### src/assert_macros.svh
// Assertion helpers; every property is clocked on aclk and held off during reset.
`ifndef ASSERT_MACROS_SVH
`define ASSERT_MACROS_SVH

// Same-cycle implication.
`define SBH_ASSERT_IMP(label, ante, cons, msg) \
    label: assert property (@(posedge aclk) disable iff (!aresetn) (ante) |-> (cons)) \
        else $error(msg);

// Next-cycle implication.
`define SBH_ASSERT_NXT(label, ante, cons, msg) \
    label: assert property (@(posedge aclk) disable iff (!aresetn) (ante) |=> (cons)) \
        else $error(msg);

`endif

### src/sbh_pkg.sv
`default_nettype none

package sbh_pkg;

    localparam int CFG_INDEX_W = 8;

    localparam logic [CFG_INDEX_W-1:0] REG_SEED_X_LOW  = CFG_INDEX_W'(0);
    localparam logic [CFG_INDEX_W-1:0] REG_SEED_X_HIGH = CFG_INDEX_W'(1);
    localparam logic [CFG_INDEX_W-1:0] REG_SEED_Y_LOW  = CFG_INDEX_W'(2);
    localparam logic [CFG_INDEX_W-1:0] REG_SEED_Y_HIGH = CFG_INDEX_W'(3);

    typedef struct packed {
        logic [63:0] block_word0;
        logic [63:0] block_word1;
        logic [63:0] block_word2;
        logic [63:0] block_word3;
        logic        last_block;
    } sbh_in_t;

    typedef struct packed {
        logic [63:0] hash_low;
        logic [63:0] hash_high;
    } sbh_out_t;

    // Two 64-bit lanes, index 0 is the low lane.
    typedef logic [1:0][63:0] sbh_lanes_t;

    typedef struct packed {
        sbh_lanes_t x;
        sbh_lanes_t y;
    } sbh_state_t;

    function automatic logic [63:0] rot32(input logic [63:0] v);
        return {v[31:0], v[63:32]};
    endfunction

    function automatic sbh_lanes_t dword_rev(input sbh_lanes_t v);
        sbh_lanes_t r;
        r[0] = rot32(v[1]);
        r[1] = rot32(v[0]);
        return r;
    endfunction

    function automatic logic [63:0] mul32(input logic [31:0] a, input logic [31:0] b);
        logic [63:0] p;
        p = 64'(a) * 64'(b);
        return p;
    endfunction

    function automatic sbh_state_t mix_block(input sbh_state_t s, input sbh_lanes_t dx,
                                            input sbh_lanes_t dy);
        sbh_lanes_t x;
        sbh_lanes_t y;
        logic [63:0] mx0, mx1, my0, my1;
        sbh_state_t r;
        x[0] = s.x[0] ^ dx[0];
        x[1] = s.x[1] ^ dx[1];
        y[0] = s.y[0] - dy[0];
        y[1] = s.y[1] - dy[1];
        mx0 = mul32(x[0][31:0], y[0][63:32]);
        mx1 = mul32(x[1][31:0], y[1][63:32]);
        my0 = mul32(y[0][31:0], x[1][63:32]);
        my1 = mul32(y[1][31:0], x[0][63:32]);
        y = dword_rev(y);
        x[0] = x[0] - dy[0];
        x[1] = x[1] - dy[1];
        y[0] = y[0] + dx[0];
        y[1] = y[1] + dx[1];
        x = dword_rev(x);
        r.x[0] = x[0] - mx0;
        r.x[1] = x[1] - mx1;
        r.y[0] = y[0] - my0;
        r.y[1] = y[1] - my1;
        return r;
    endfunction

    function automatic sbh_out_t finalize(input sbh_state_t s);
        sbh_lanes_t x;
        sbh_lanes_t y;
        logic [63:0] mx0, mx1, my0, my1;
        sbh_out_t h;
        mx0 = mul32(s.x[0][31:0], s.y[1][63:32]);
        mx1 = mul32(s.x[1][31:0], s.y[0][63:32]);
        my0 = mul32(s.y[0][31:0], s.x[0][63:32]);
        my1 = mul32(s.y[1][31:0], s.x[1][63:32]);
        x = dword_rev(s.x);
        y = dword_rev(s.y);
        x[0] = x[0] + mx0;
        x[1] = x[1] + mx1;
        y[0] = y[0] - my0;
        y[1] = y[1] - my1;
        h.hash_low  = x[0] ^ y[0];
        h.hash_high = x[1] ^ y[1];
        return h;
    endfunction

endpackage

`default_nettype wire

### src/sbh_seed_regs.sv
`default_nettype none

module sbh_seed_regs (
    input  wire logic                           aclk,
    input  wire logic                           aresetn,
    input  wire logic                           cfg_valid,
    output logic                                cfg_ready,
    input  wire logic [sbh_pkg::CFG_INDEX_W-1:0] cfg_index,
    input  wire logic [63:0]                    cfg_data,
    output sbh_pkg::sbh_state_t                 seed
);

    sbh_pkg::sbh_state_t seed_reg;
    sbh_pkg::sbh_state_t seed_next;

    assign cfg_ready = 1'b1;
    assign seed      = seed_reg;

    always_comb begin
        seed_next = seed_reg;
        if (cfg_valid) begin
            case (cfg_index)
                sbh_pkg::REG_SEED_X_LOW:  seed_next.x[0] = cfg_data;
                sbh_pkg::REG_SEED_X_HIGH: seed_next.x[1] = cfg_data;
                sbh_pkg::REG_SEED_Y_LOW:  seed_next.y[0] = cfg_data;
                sbh_pkg::REG_SEED_Y_HIGH: seed_next.y[1] = cfg_data;
                // drop writes to unknown indexes
                default:                  seed_next = seed_reg;
            endcase
        end
    end

    always_ff @(posedge aclk) begin
        if (!aresetn) begin
            seed_reg <= '0;
        end else begin
            seed_reg <= seed_next;
        end
    end

endmodule

`default_nettype wire

### config.mk
export PLATFORM = sky130hd
export DESIGN_NAME = sbh_seed_regs
export DESIGN_NICKNAME = d
export VERILOG_FILES = /design/src/assert_macros.svh /design/src/sbh_pkg.sv /design/src/sbh_seed_regs.sv
export SDC_FILE = /design/constraint.sdc
export NUM_CORES = 1
export LEC_CHECK = 0
export BUFFER_PORTS_ARGS = -buffer_cell sky130_fd_sc_hd__buf_2
export CORE_MARGIN = 2
export CORE_UTILIZATION = 40
export DETAILED_ROUTE_END_ITERATION = 10
export MAX_ROUTING_LAYER = met4
export PLACE_DENSITY = 0.76
export SYNTH_ARGS = -nofsm -noshare
export SYNTH_HDL_FRONTEND = slang
export SYNTH_SLANG_ARGS = --single-unit
### constraint.sdc
create_clock -name aclk -period 1.3 [get_ports aclk]
set_input_delay 0.065 -clock aclk [delete_from_list [all_inputs] [get_ports aclk]]
set_output_delay 0.065 -clock aclk [all_outputs]
set_load 0.02 [all_outputs]
==> results.yml, run 1 <==
yosys:
  ys_ff_latch: 256
  synth_top_area_frac: 0.538
  syn_avg_cell_area_um2: 10.5
  synth_top_area_cell: "dfxtp_1"
  syn-num-nets: 979
  synth_cell_type_count: 16
  netlist_instances: 904
  synthTopCellsByArea: "dfxtp_1 (54%), mux2i_1 (27%), nand2_1 (13%)"
  synth_area_um2: 9530
  ys_warn_count: 0
  ys_seq_area_frac: 0.538
timing:
  setup_viol: 0
  period_minus_slack_ns: 1.17
  max_freq_mhz: 857
  tightest_slew_ns: 0.560
  tns_ns: 0
  hold_viol: 0
  rsz0062_at_grt: "false"
  finalCritPeriodShare: 0.897
  slew_violations: 0
  relSlewSlack: 0.627
  skew_ns: 0
  fin_ws_ns: 0.134
floorplanning:
  die-height_um: 158
  start_util: 0.407
  ios: 332
  die_area_um2: 25100
  num_rows: 56
  fp.coreArea_um2: 23400
  die_w_um: 158
global_routing:
  overflow: 0
  grt_pass1_vias: 7725
  antenna_found_initial: 1
  grt_max_degree: 41
  grt_pass1_wl_um: 39400
  grt_use_total: 0.201
routing:
  dr.pass1.iters: 7
  postRouteAntennaNets: 0
  drt-wirelength-per-cell_um: 16.0
  vias: 7779
  first_iter_violations: 427
  drc: 0
  wirelength_um: 26100
  viasPerCell: 4.76
worst_hold_path:
  hold_class: "in2reg"
  min_to: "seed[92]$_SDFFE_PN0P_"
  hold_path_depth: 4
  min_from: "cfg_index[0]"
finish:
  nets: 1371
  drive_above_1_share: 0.308
  syn_to_final_growth_pct: 35.8
  stdcell_count: 1634
  largest_reg_flops: 256
power_and_ir_drop:
  power_frac_comb: 0.047
  seq_power_share: 0.495
  switching_share: 0.213
  pwr-share-clk: 0.458
  ir_drop_uv: 877
  p_leak_nw: 6.56
  p_per_area_nw_per_um2: 1230
  p_int_w: 0.0125
  p_switching_w: 0.00339
critical_path:
  arrival_ns: 1.61
  rrSetupSlack_ns: 0.62
  rr_worst_depth: 2
  crit_path_max_incr_delay_ns: 0.56
  r2r_start: "seed[61]$_SDFFE_PN0P_"
  crit_path_end_kind: "register"
  path_delay_family: "buffers and inverters"
  rr_endpoint: "seed[61]$_SDFFE_PN0P_"
  worstPathCellList: "dlygate4sd3_1, buf_8, buf_12, nand2_1, mux2i_1"
  critPathSlowestCell: "dlygate4sd3_1"
  cp_max_fo: 40
  startpoint_type: "input pin"
  required_ns: 1.74
  crit_buf_inv: 3
  criticalPathCategory: "in2reg"
flow_run:
  maxCapViolCount: 0
placement:
  placed_cells: 1522
  portBuffers: 330
  dp.final_hpwl_um: 17700
  place_congestion: 0.831
  place_ws_ns: -0.207
clock_tree:
  clkSinkCount: 256
  post-cts-setup-buffers: 0
  clkLatencyLatePin_ns: 0.51
  cts_resized: 0
  clkTransAtPathRegs_ns: 0.06
  clock_path_buffers: 3
  clock_tree.root_cell: "clkbuf_16"
  htreeDepth: 1
  cts_tree: "done"
  numCtsBuffers: 26
outcome:
  status: "completed"
## cells by family after synthesis
logic type | Yosys count | synth area share
muxes | 256 | 0.269
DFF | 256 | 0.538
buffers and inverters | 65 | 0.0602
other | 1 | 0.000393
and+or+nand+nor | 326 | 0.133
## Yosys cell counts, drive strengths merged
cell type,n
nand2,320
dfxtp,256
mux2i,256
clkbuf,34
buf,31
and4b,1
and4bb,1
conb,1
nand4,1
nand4b,1
nor3,1
nor4b,1
## how the worst max path moves through the flow
| stage | from | to | slack (ns) | cells after the start |
|---|---|---|---|---|
| 4_1_cts | seed[61]$_SDFFE_PN0P_ | seed[61] | 0.13 | 1 |
| 3_3_place_gp | cfg_index[6] | seed[53]$_SDFFE_PN0P_ | -0.16 | 5 |
| 6_report | aresetn | seed[192]$_SDFFE_PN0P_ | 0.13 | 5 |
| 5_1_grt | aresetn | seed[65]$_SDFFE_PN0P_ | 0.08 | 5 |
| 3_5_place_dp | cfg_index[6] | seed[34]$_SDFFE_PN0P_ | -0.21 | 5 |
| 2_1_floorplan | cfg_index[6] | seed[195]$_SDFFE_PN0P_ | 0.14 | 5 |
## repair_timing
action / CTS / global route
endpoints found under the setup margin: 0 / 0
hold endpoints to repair: 256 / 0
hold buffers: 65 / 0
## layout by cell type, fill, tap and decap left out, drive strengths merged
master / synthesis / routed
bufinv: 0 / 1
mux2i: 256 / 256
nand4: 1 / 1
nand4b: 1 / 1
dfxtp: 256 / 256
nor4b: 1 / 1
and4bb: 1 / 1
dlygate4sd3: 0 / 65
conb: 1 / 1
diode: 0 / 1
clkinvlp: 0 / 1
and4b: 1 / 1
clkinv: 0 / 4
clkbuf: 34 / 40
nand2: 320 / 320
buf: 31 / 364
nor3: 1 / 1
## power groups by stage
stage          Sequential, W  Clock [W]  Combinational (W)
3_3_place_gp         0.00803          0           0.000575
4_1_cts              0.00786    0.00745           0.000730
5_1_grt              0.00785    0.00775           0.000801
6_report             0.00786    0.00727           0.000738
2_1_floorplan        0.00804          0           0.000276
3_5_place_dp         0.00803          0           0.000577
## metal layers
layer | vias up | global-route usage | wire (µm)
met2 | 275 | 0.348 | 12700
met4 | 0 | 0.0631 | 658
met5 | - | - | 0
met1 | 3718 | 0.233 | 11000
met3 | 49 | 0.0452 | 1770
li1 | 3737 | - | -
## worst min-delay path, delay by kind of cell
kind / cells / cell delay [ns]
buf+inv: 2 / 0.29
mux: 1 / 0.07
simple gates: 1 / 0.09
## layout make-up
class                           instances  area, µm²
Timing Repair Buffer                  429       2740
Fill cell                            1988      10500
Antenna cell                            1       2.50
Sequential cell                       256       5120
Tap cell                              319        399
Multi-Input combinational cell        583       3840
Clock inverter                          6       61.3
Clock buffer                           40        774
## stage by stage
step / hold slack (ns) / util / total power, W / cell area (µm²)
CTS: 0.0297 / 0.553 / 0.0160 / 12900
detailed placement: 0.399 / 0.490 / 0.00861 / 11500
global placement: 0.393 / 0.490 / 0.00861 / 11500
global route: 0.0724 / 0.553 / 0.0164 / 12900
finish: 0.0556 / 0.553 / 0.0159 / 12900
floorplan: 0.269 / - / 0.00832 / 9530
Power figures use the tool's default switching activity.
==> inputs of run 2 (changes only) <==
==> constraint.sdc (replaced) <==
create_clock -name aclk -period 1.2 [get_ports aclk]
set_input_delay 0.06 -clock aclk [delete_from_list [all_inputs] [get_ports aclk]]
set_output_delay 0.06 -clock aclk [all_outputs]
set_load 0.02 [all_outputs]
==> run 2 against run 1 <==
Clock power rose by 7.0%; sequential cell count stayed put; cell area is 0.47% lower; setup slack worse by 0.085 ns; clock skew unchanged; critical path type is now reg2out; largest power group unchanged.
==> results.yml, run 2 (synthesized netlist as in run 1, its figures left out) <==
outcome:
  status: "completed"
floorplanning:
  die_w_um: 158
  ios: 332
  die-height_um: 158
  die_area_um2: 25100
  fp.coreArea_um2: 23400
  start_util: 0.407
  num_rows: 56
timing:
  period_minus_slack_ns: 1.15
  skew_ns: 0
  finalCritPeriodShare: 0.959
  fin_ws_ns: 0.0486
  rsz0062_at_grt: "false"
  hold_viol: 0
  max_freq_mhz: 869
  slew_violations: 0
  setup_viol: 0
critical_path:
  arrival_ns: 1.09
  critPathSlowestCell: "dfxtp_1"
  required_ns: 1.14
  rr_worst_depth: 2
  worstPathCellList: "buf_2"
  r2r_start: "seed[110]$_SDFFE_PN0P_"
  cp_max_fo: 2
  path_delay_family: "flip-flops"
  crit_buf_inv: 1
  startpoint_type: "register"
  crit_path_end_kind: "output port"
  crit_path_max_incr_delay_ns: 0.38
  rrSetupSlack_ns: 0.52
  rr_endpoint: "seed[110]$_SDFFE_PN0P_"
  criticalPathCategory: "reg2out"
clock_tree:
  clkLatencyLatePin_ns: 0.51
  clkSinkCount: 256
  numCtsBuffers: 27
  htreeDepth: 1
  clock_tree.root_cell: "clkbuf_16"
  clock_path_buffers: 3
  clkTransAtPathRegs_ns: 0.06
  cts_tree: "done"
power_and_ir_drop:
  pwr-share-clk: 0.456
  p_int_w: 0.0134
  p_leak_nw: 6.53
  switching_share: 0.217
  power_w: 0.0171
  seq_power_share: 0.499
  power_frac_comb: 0.046
  ir_drop_uv: 1250
  p_per_area_nw_per_um2: 1330
  p_switching_w: 0.00370
routing:
  dr.pass1.iters: 5
  vias: 7723
  drt-wirelength-per-cell_um: 16.0
  drc: 0
  viasPerCell: 4.73
  postRouteAntennaNets: 0
  wirelength_um: 26100
  first_iter_violations: 427
finish:
  regArea_um2: 5120
  drive_above_1_share: 0.306
  design_area_um2: 12900
  n_fill_cell: 2075
  nets: 1366
  mostFrequentLayoutCells: "buf_2 (329), nand2_1 (320), mux2i_1 (256), dfxtp_1 (256), dlygate4sd3_1 (65)"
  largest_reg_flops: 256
  multi_input_comb_area_um2: 3840
  syn_to_final_growth_pct: 35.2
  final_common_cell: "buf_2"
placement:
  placed_cell_area_um2: 11400
  portBuffers: 330
  place_congestion: 0.815
  place_ws_ns: -0.286
  dp.final_hpwl_um: 17400
worst_hold_path:
  min_to: "seed[92]$_SDFFE_PN0P_"
  hold_class: "in2reg"
  min_from: "cfg_index[0]"
  hold_path_depth: 4
global_routing:
  antenna_found_initial: 2
  grt_pass1_vias: 7652
  overflow: 0
  grt_use_total: 0.200
  grt_max_degree: 52
  grt_pass1_wl_um: 39200
flow_run:
  maxCapViolCount: 0
[run 2: power by group through the flow]
stage	clock, W	sequential [W]	combinational, W
final	0.00778	0.00851	0.000782
after global routing	0.00830	0.00851	0.000843
after CTS	0.00794	0.00851	0.000770
after detailed placement	0	0.00870	0.000604
after global placement	0	0.00870	0.000601
after floorplan	0	0.00871	0.000299
[run 2: worst max-delay path by stage]
stage | slack [ns] | endpoint | from | cells after the start
finish | 0.05 | seed[61] | seed[61]$_SDFFE_PN0P_ | 1
global route | 0.02 | seed[61] | seed[61]$_SDFFE_PN0P_ | 1
CTS | 0.03 | seed[63] | seed[63]$_SDFFE_PN0P_ | 1
detailed placement | -0.29 | seed[244]$_SDFFE_PN0P_ | cfg_index[6] | 5
global placement | -0.24 | seed[246]$_SDFFE_PN0P_ | cfg_index[6] | 5
floorplan | 0.04 | seed[195]$_SDFFE_PN0P_ | cfg_index[6] | 5
[run 2: stage by stage]
stage / hold WS [ns] / TNS (ns) / std cells / util
floorplan: 0.264 / 0 / 904 / -
global placement: 0.386 / -49.50 / 1516 / 0.487
detailed placement: 0.391 / -54.58 / 1516 / 0.487
CTS: 0.0532 / 0 / 1630 / 0.550
global route: 0.0917 / 0 / 1632 / 0.551
finish: 0.0721 / 0 / 1632 / 0.551
[run 2: final cells by class]
cell class                 instances  share of cell area
clock buffer                      42              0.0615
antenna                            2            0.000388
tap                              319              0.0310
sequential                       256               0.398
clock inverter                     7             0.00291
multi-input combinational        583               0.298
timing repair buffer             423               0.208
[run 2: layer usage]
| metal | routed length, µm | global-route usage | share of wire |
|---|---|---|---|
| met1 | 11200 | 0.238 | 0.43 |
| met2 | 12700 | 0.348 | 0.49 |
| met3 | 1780 | 0.0419 | 0.068 |
| met4 | 446 | 0.0476 | 0.017 |
| met5 | 0 | - | 0 |
[run 2: repair_timing]
item | 4_1_cts | 5_1_grt
resized for setup | 0 | 0
hold buffers | 65 | 0
setup buffers | 0 | 0
hold endpoints to repair | 256 | 0
==> inputs of run 3 (changes only) <==
--- a/config.mk
+++ b/config.mk
@@ -6,7 +6,6 @@
 export NUM_CORES = 1
 export LEC_CHECK = 0
 export BUFFER_PORTS_ARGS = -buffer_cell sky130_fd_sc_hd__buf_2
-export CORE_MARGIN = 2
 export CORE_UTILIZATION = 40
 export DETAILED_ROUTE_END_ITERATION = 10
 export MAX_ROUTING_LAYER = met4
==> constraint.sdc (replaced) <==
create_clock -name aclk -period 1.2 [get_ports aclk]
set_input_delay 0.06 -clock aclk [delete_from_list [all_inputs] [get_ports aclk]]
set_output_delay 0.06 -clock aclk [all_outputs]
set_load 0.1 [all_outputs]
==> run 3 against run 2 <==
First-iteration DRC count down 4.2%; hold slack worse by 0.0022 ns; sequential cell count unchanged; critical path type unchanged; die area down 2.5%; via count up 6.0%; final cell count up 0.61%; maximum frequency down 1.1%; critical endpoint is now seed[249]; non-clock buffer count up 14; setup slack worse by 0.013 ns; register-to-register slack worse by 0.05 ns.
==> results.yml, run 3 (synthesized netlist as in run 1, its figures left out) <==
routing:
  vias: 8185
  dr.pass1.iters: 5
  first_iter_violations: 409
  drc: 0
  drt-wirelength-per-cell_um: 18.6
  postRouteAntennaNets: 0
  viasPerCell: 4.98
  wirelength_um: 30600
global_routing:
  grt_max_degree: 65
  grt_pass1_wl_um: 45400
  overflow: 0
  grt_pass1_vias: 8581
  antenna_found_initial: 0
  grt_use_total: 0.242
finish:
  mostFrequentLayoutCells: "nand2_1 (320), mux2i_1 (256), buf_6 (256), dfxtp_2 (256), buf_2 (73)"
  largest_reg_flops: 256
  syn_to_final_growth_pct: 58.1
  drive_above_1_share: 0.510
  nets: 1379
  antenna_cells: 0
  final_common_cell: "nand2_1"
  n_fill_cell: 1652
critical_path:
  crit_buf_inv: 1
  path_delay_family: "flip-flops"
  rr_worst_depth: 2
  criticalPathCategory: "reg2out"
  crit_path_end_kind: "output port"
  startpoint_type: "register"
  required_ns: 1.14
  cp.depth: 1
  worstPathCellList: "buf_6"
  critPathSlowestCell: "dfxtp_2"
  cp_max_fo: 2
  arrival_ns: 1.10
  crit_path_max_incr_delay_ns: 0.36
timing:
  period_minus_slack_ns: 1.16
  skew_ns: 0
  setup_viol: 0
  max_freq_mhz: 859
  relSlewSlack: 0.627
  rsz0062_at_grt: "false"
  slew_violations: 0
  hold_viol: 0
  finalCritPeriodShare: 0.970
  fin_ws_ns: 0.0356
  tightest_slew_ns: 0.560
clock_tree:
  clkSinkCount: 256
  clock_path_buffers: 3
  post-cts-setup-buffers: 0
  cts_tree: "done"
  clock_tree.root_cell: "clkbuf_16"
  numCtsBuffers: 26
  htreeDepth: 1
  clkLatencyLatePin_ns: 0.51
  clkTransAtPathRegs_ns: 0.07
floorplanning:
  die_area_um2: 24500
  fp.coreArea_um2: 23400
  die_w_um: 156
  ios: 332
  num_rows: 56
  die-height_um: 156
  start_util: 0.407
power_and_ir_drop:
  p_switching_w: 0.00395
  p_leak_nw: 6.95
  pwr-share-clk: 0.484
  ir_drop_uv: 1020
  p_int_w: 0.0144
  seq_power_share: 0.464
  power_frac_comb: 0.052
  power_w: 0.0183
  switching_share: 0.215
  p_per_area_nw_per_um2: 1220
placement:
  place_ws_ns: -0.318
  portBuffers: 330
  dp.final_hpwl_um: 17100
  place_congestion: 0.794
flow_run:
  maxCapViolCount: 0
worst_hold_path:
  hold_class: "in2reg"
  hold_path_depth: 4
outcome:
  status: "completed"
## run 3: cell types whose count changed in the layout (fill, tap and decap cells not counted), sizes merged
cell,before,now
clkinv,6,7
clkbuf,42,36
clkinvlp,1,0
bufinv,0,5
diode,2,0
buf,358,371
## run 3: final timing paths
path	to	slack, ns	start
max	seed[249]	0.04	seed[249]$_SDFFE_PN0P_
min	seed[26]$_SDFFE_PN0P_	0.07	cfg_index[1]
max reg2reg	seed[52]$_SDFFE_PN0P_	0.47	seed[52]$_SDFFE_PN0P_
min reg2reg	seed[138]$_SDFFE_PN0P_	0.46	seed[138]$_SDFFE_PN0P_
## run 3: area by class of cell
class	count	area, µm²	area share
clock inverters	12	185	0.0123
multi-input cells	583	3840	0.255
well taps	319	399	0.0265
clock buffers	35	756	0.0502
flip-flops and latches	256	5450	0.361
repair buffers	437	4440	0.295
## run 3: metrics by stage
stage / utilization / std cells / TNS [ns] / hold slack [ns] / area (µm²)
CTS: 0.641 / 1641 / 0 / 0.0351 / 15000
finish: 0.644 / 1642 / 0 / 0.0700 / 15100
global placement: 0.506 / 1529 / -49.75 / 0.382 / 11800
global route: 0.644 / 1642 / 0 / 0.0746 / 15100
floorplan: - / 904 / 0 / 0.256 / 9850
detailed placement: 0.506 / 1529 / -56.88 / 0.392 / 11800
## run 3: tightest hold or removal path: stages
cell and delay, ns:
buf_2 0.13, nand4b_1 0.11, buf_4 0.17, mux2i_1 0.08
## run 3: power groups by stage
| stage | Clock, W | Sequential [W] | Combinational (W) |
|---|---|---|---|
| floorplan | 0 | 0.00877 | 0.000310 |
| global placement | 0 | 0.00870 | 0.000713 |
| detailed placement | 0 | 0.00870 | 0.000716 |
| CTS | 0.00897 | 0.00851 | 0.000897 |
| global route | 0.00938 | 0.00850 | 0.00101 |
| finish | 0.00887 | 0.00851 | 0.000954 |
## run 3: layer usage
layer,up-vias,track usage,part of all wire
met5,-,-,0
met4,0,0.112,0.043
met3,101,0.0507,0.067
met2,366,0.425,0.50
met1,3962,0.261,0.39
li1,3756,-,-
## run 3: timing repair
action	in CTS	in global routing
hold buffers	65	0
pin swaps	0	0
setup endpoints to repair	256	14
cloned	0	1
resized for setup	507	9
hold endpoints to repair	256	0
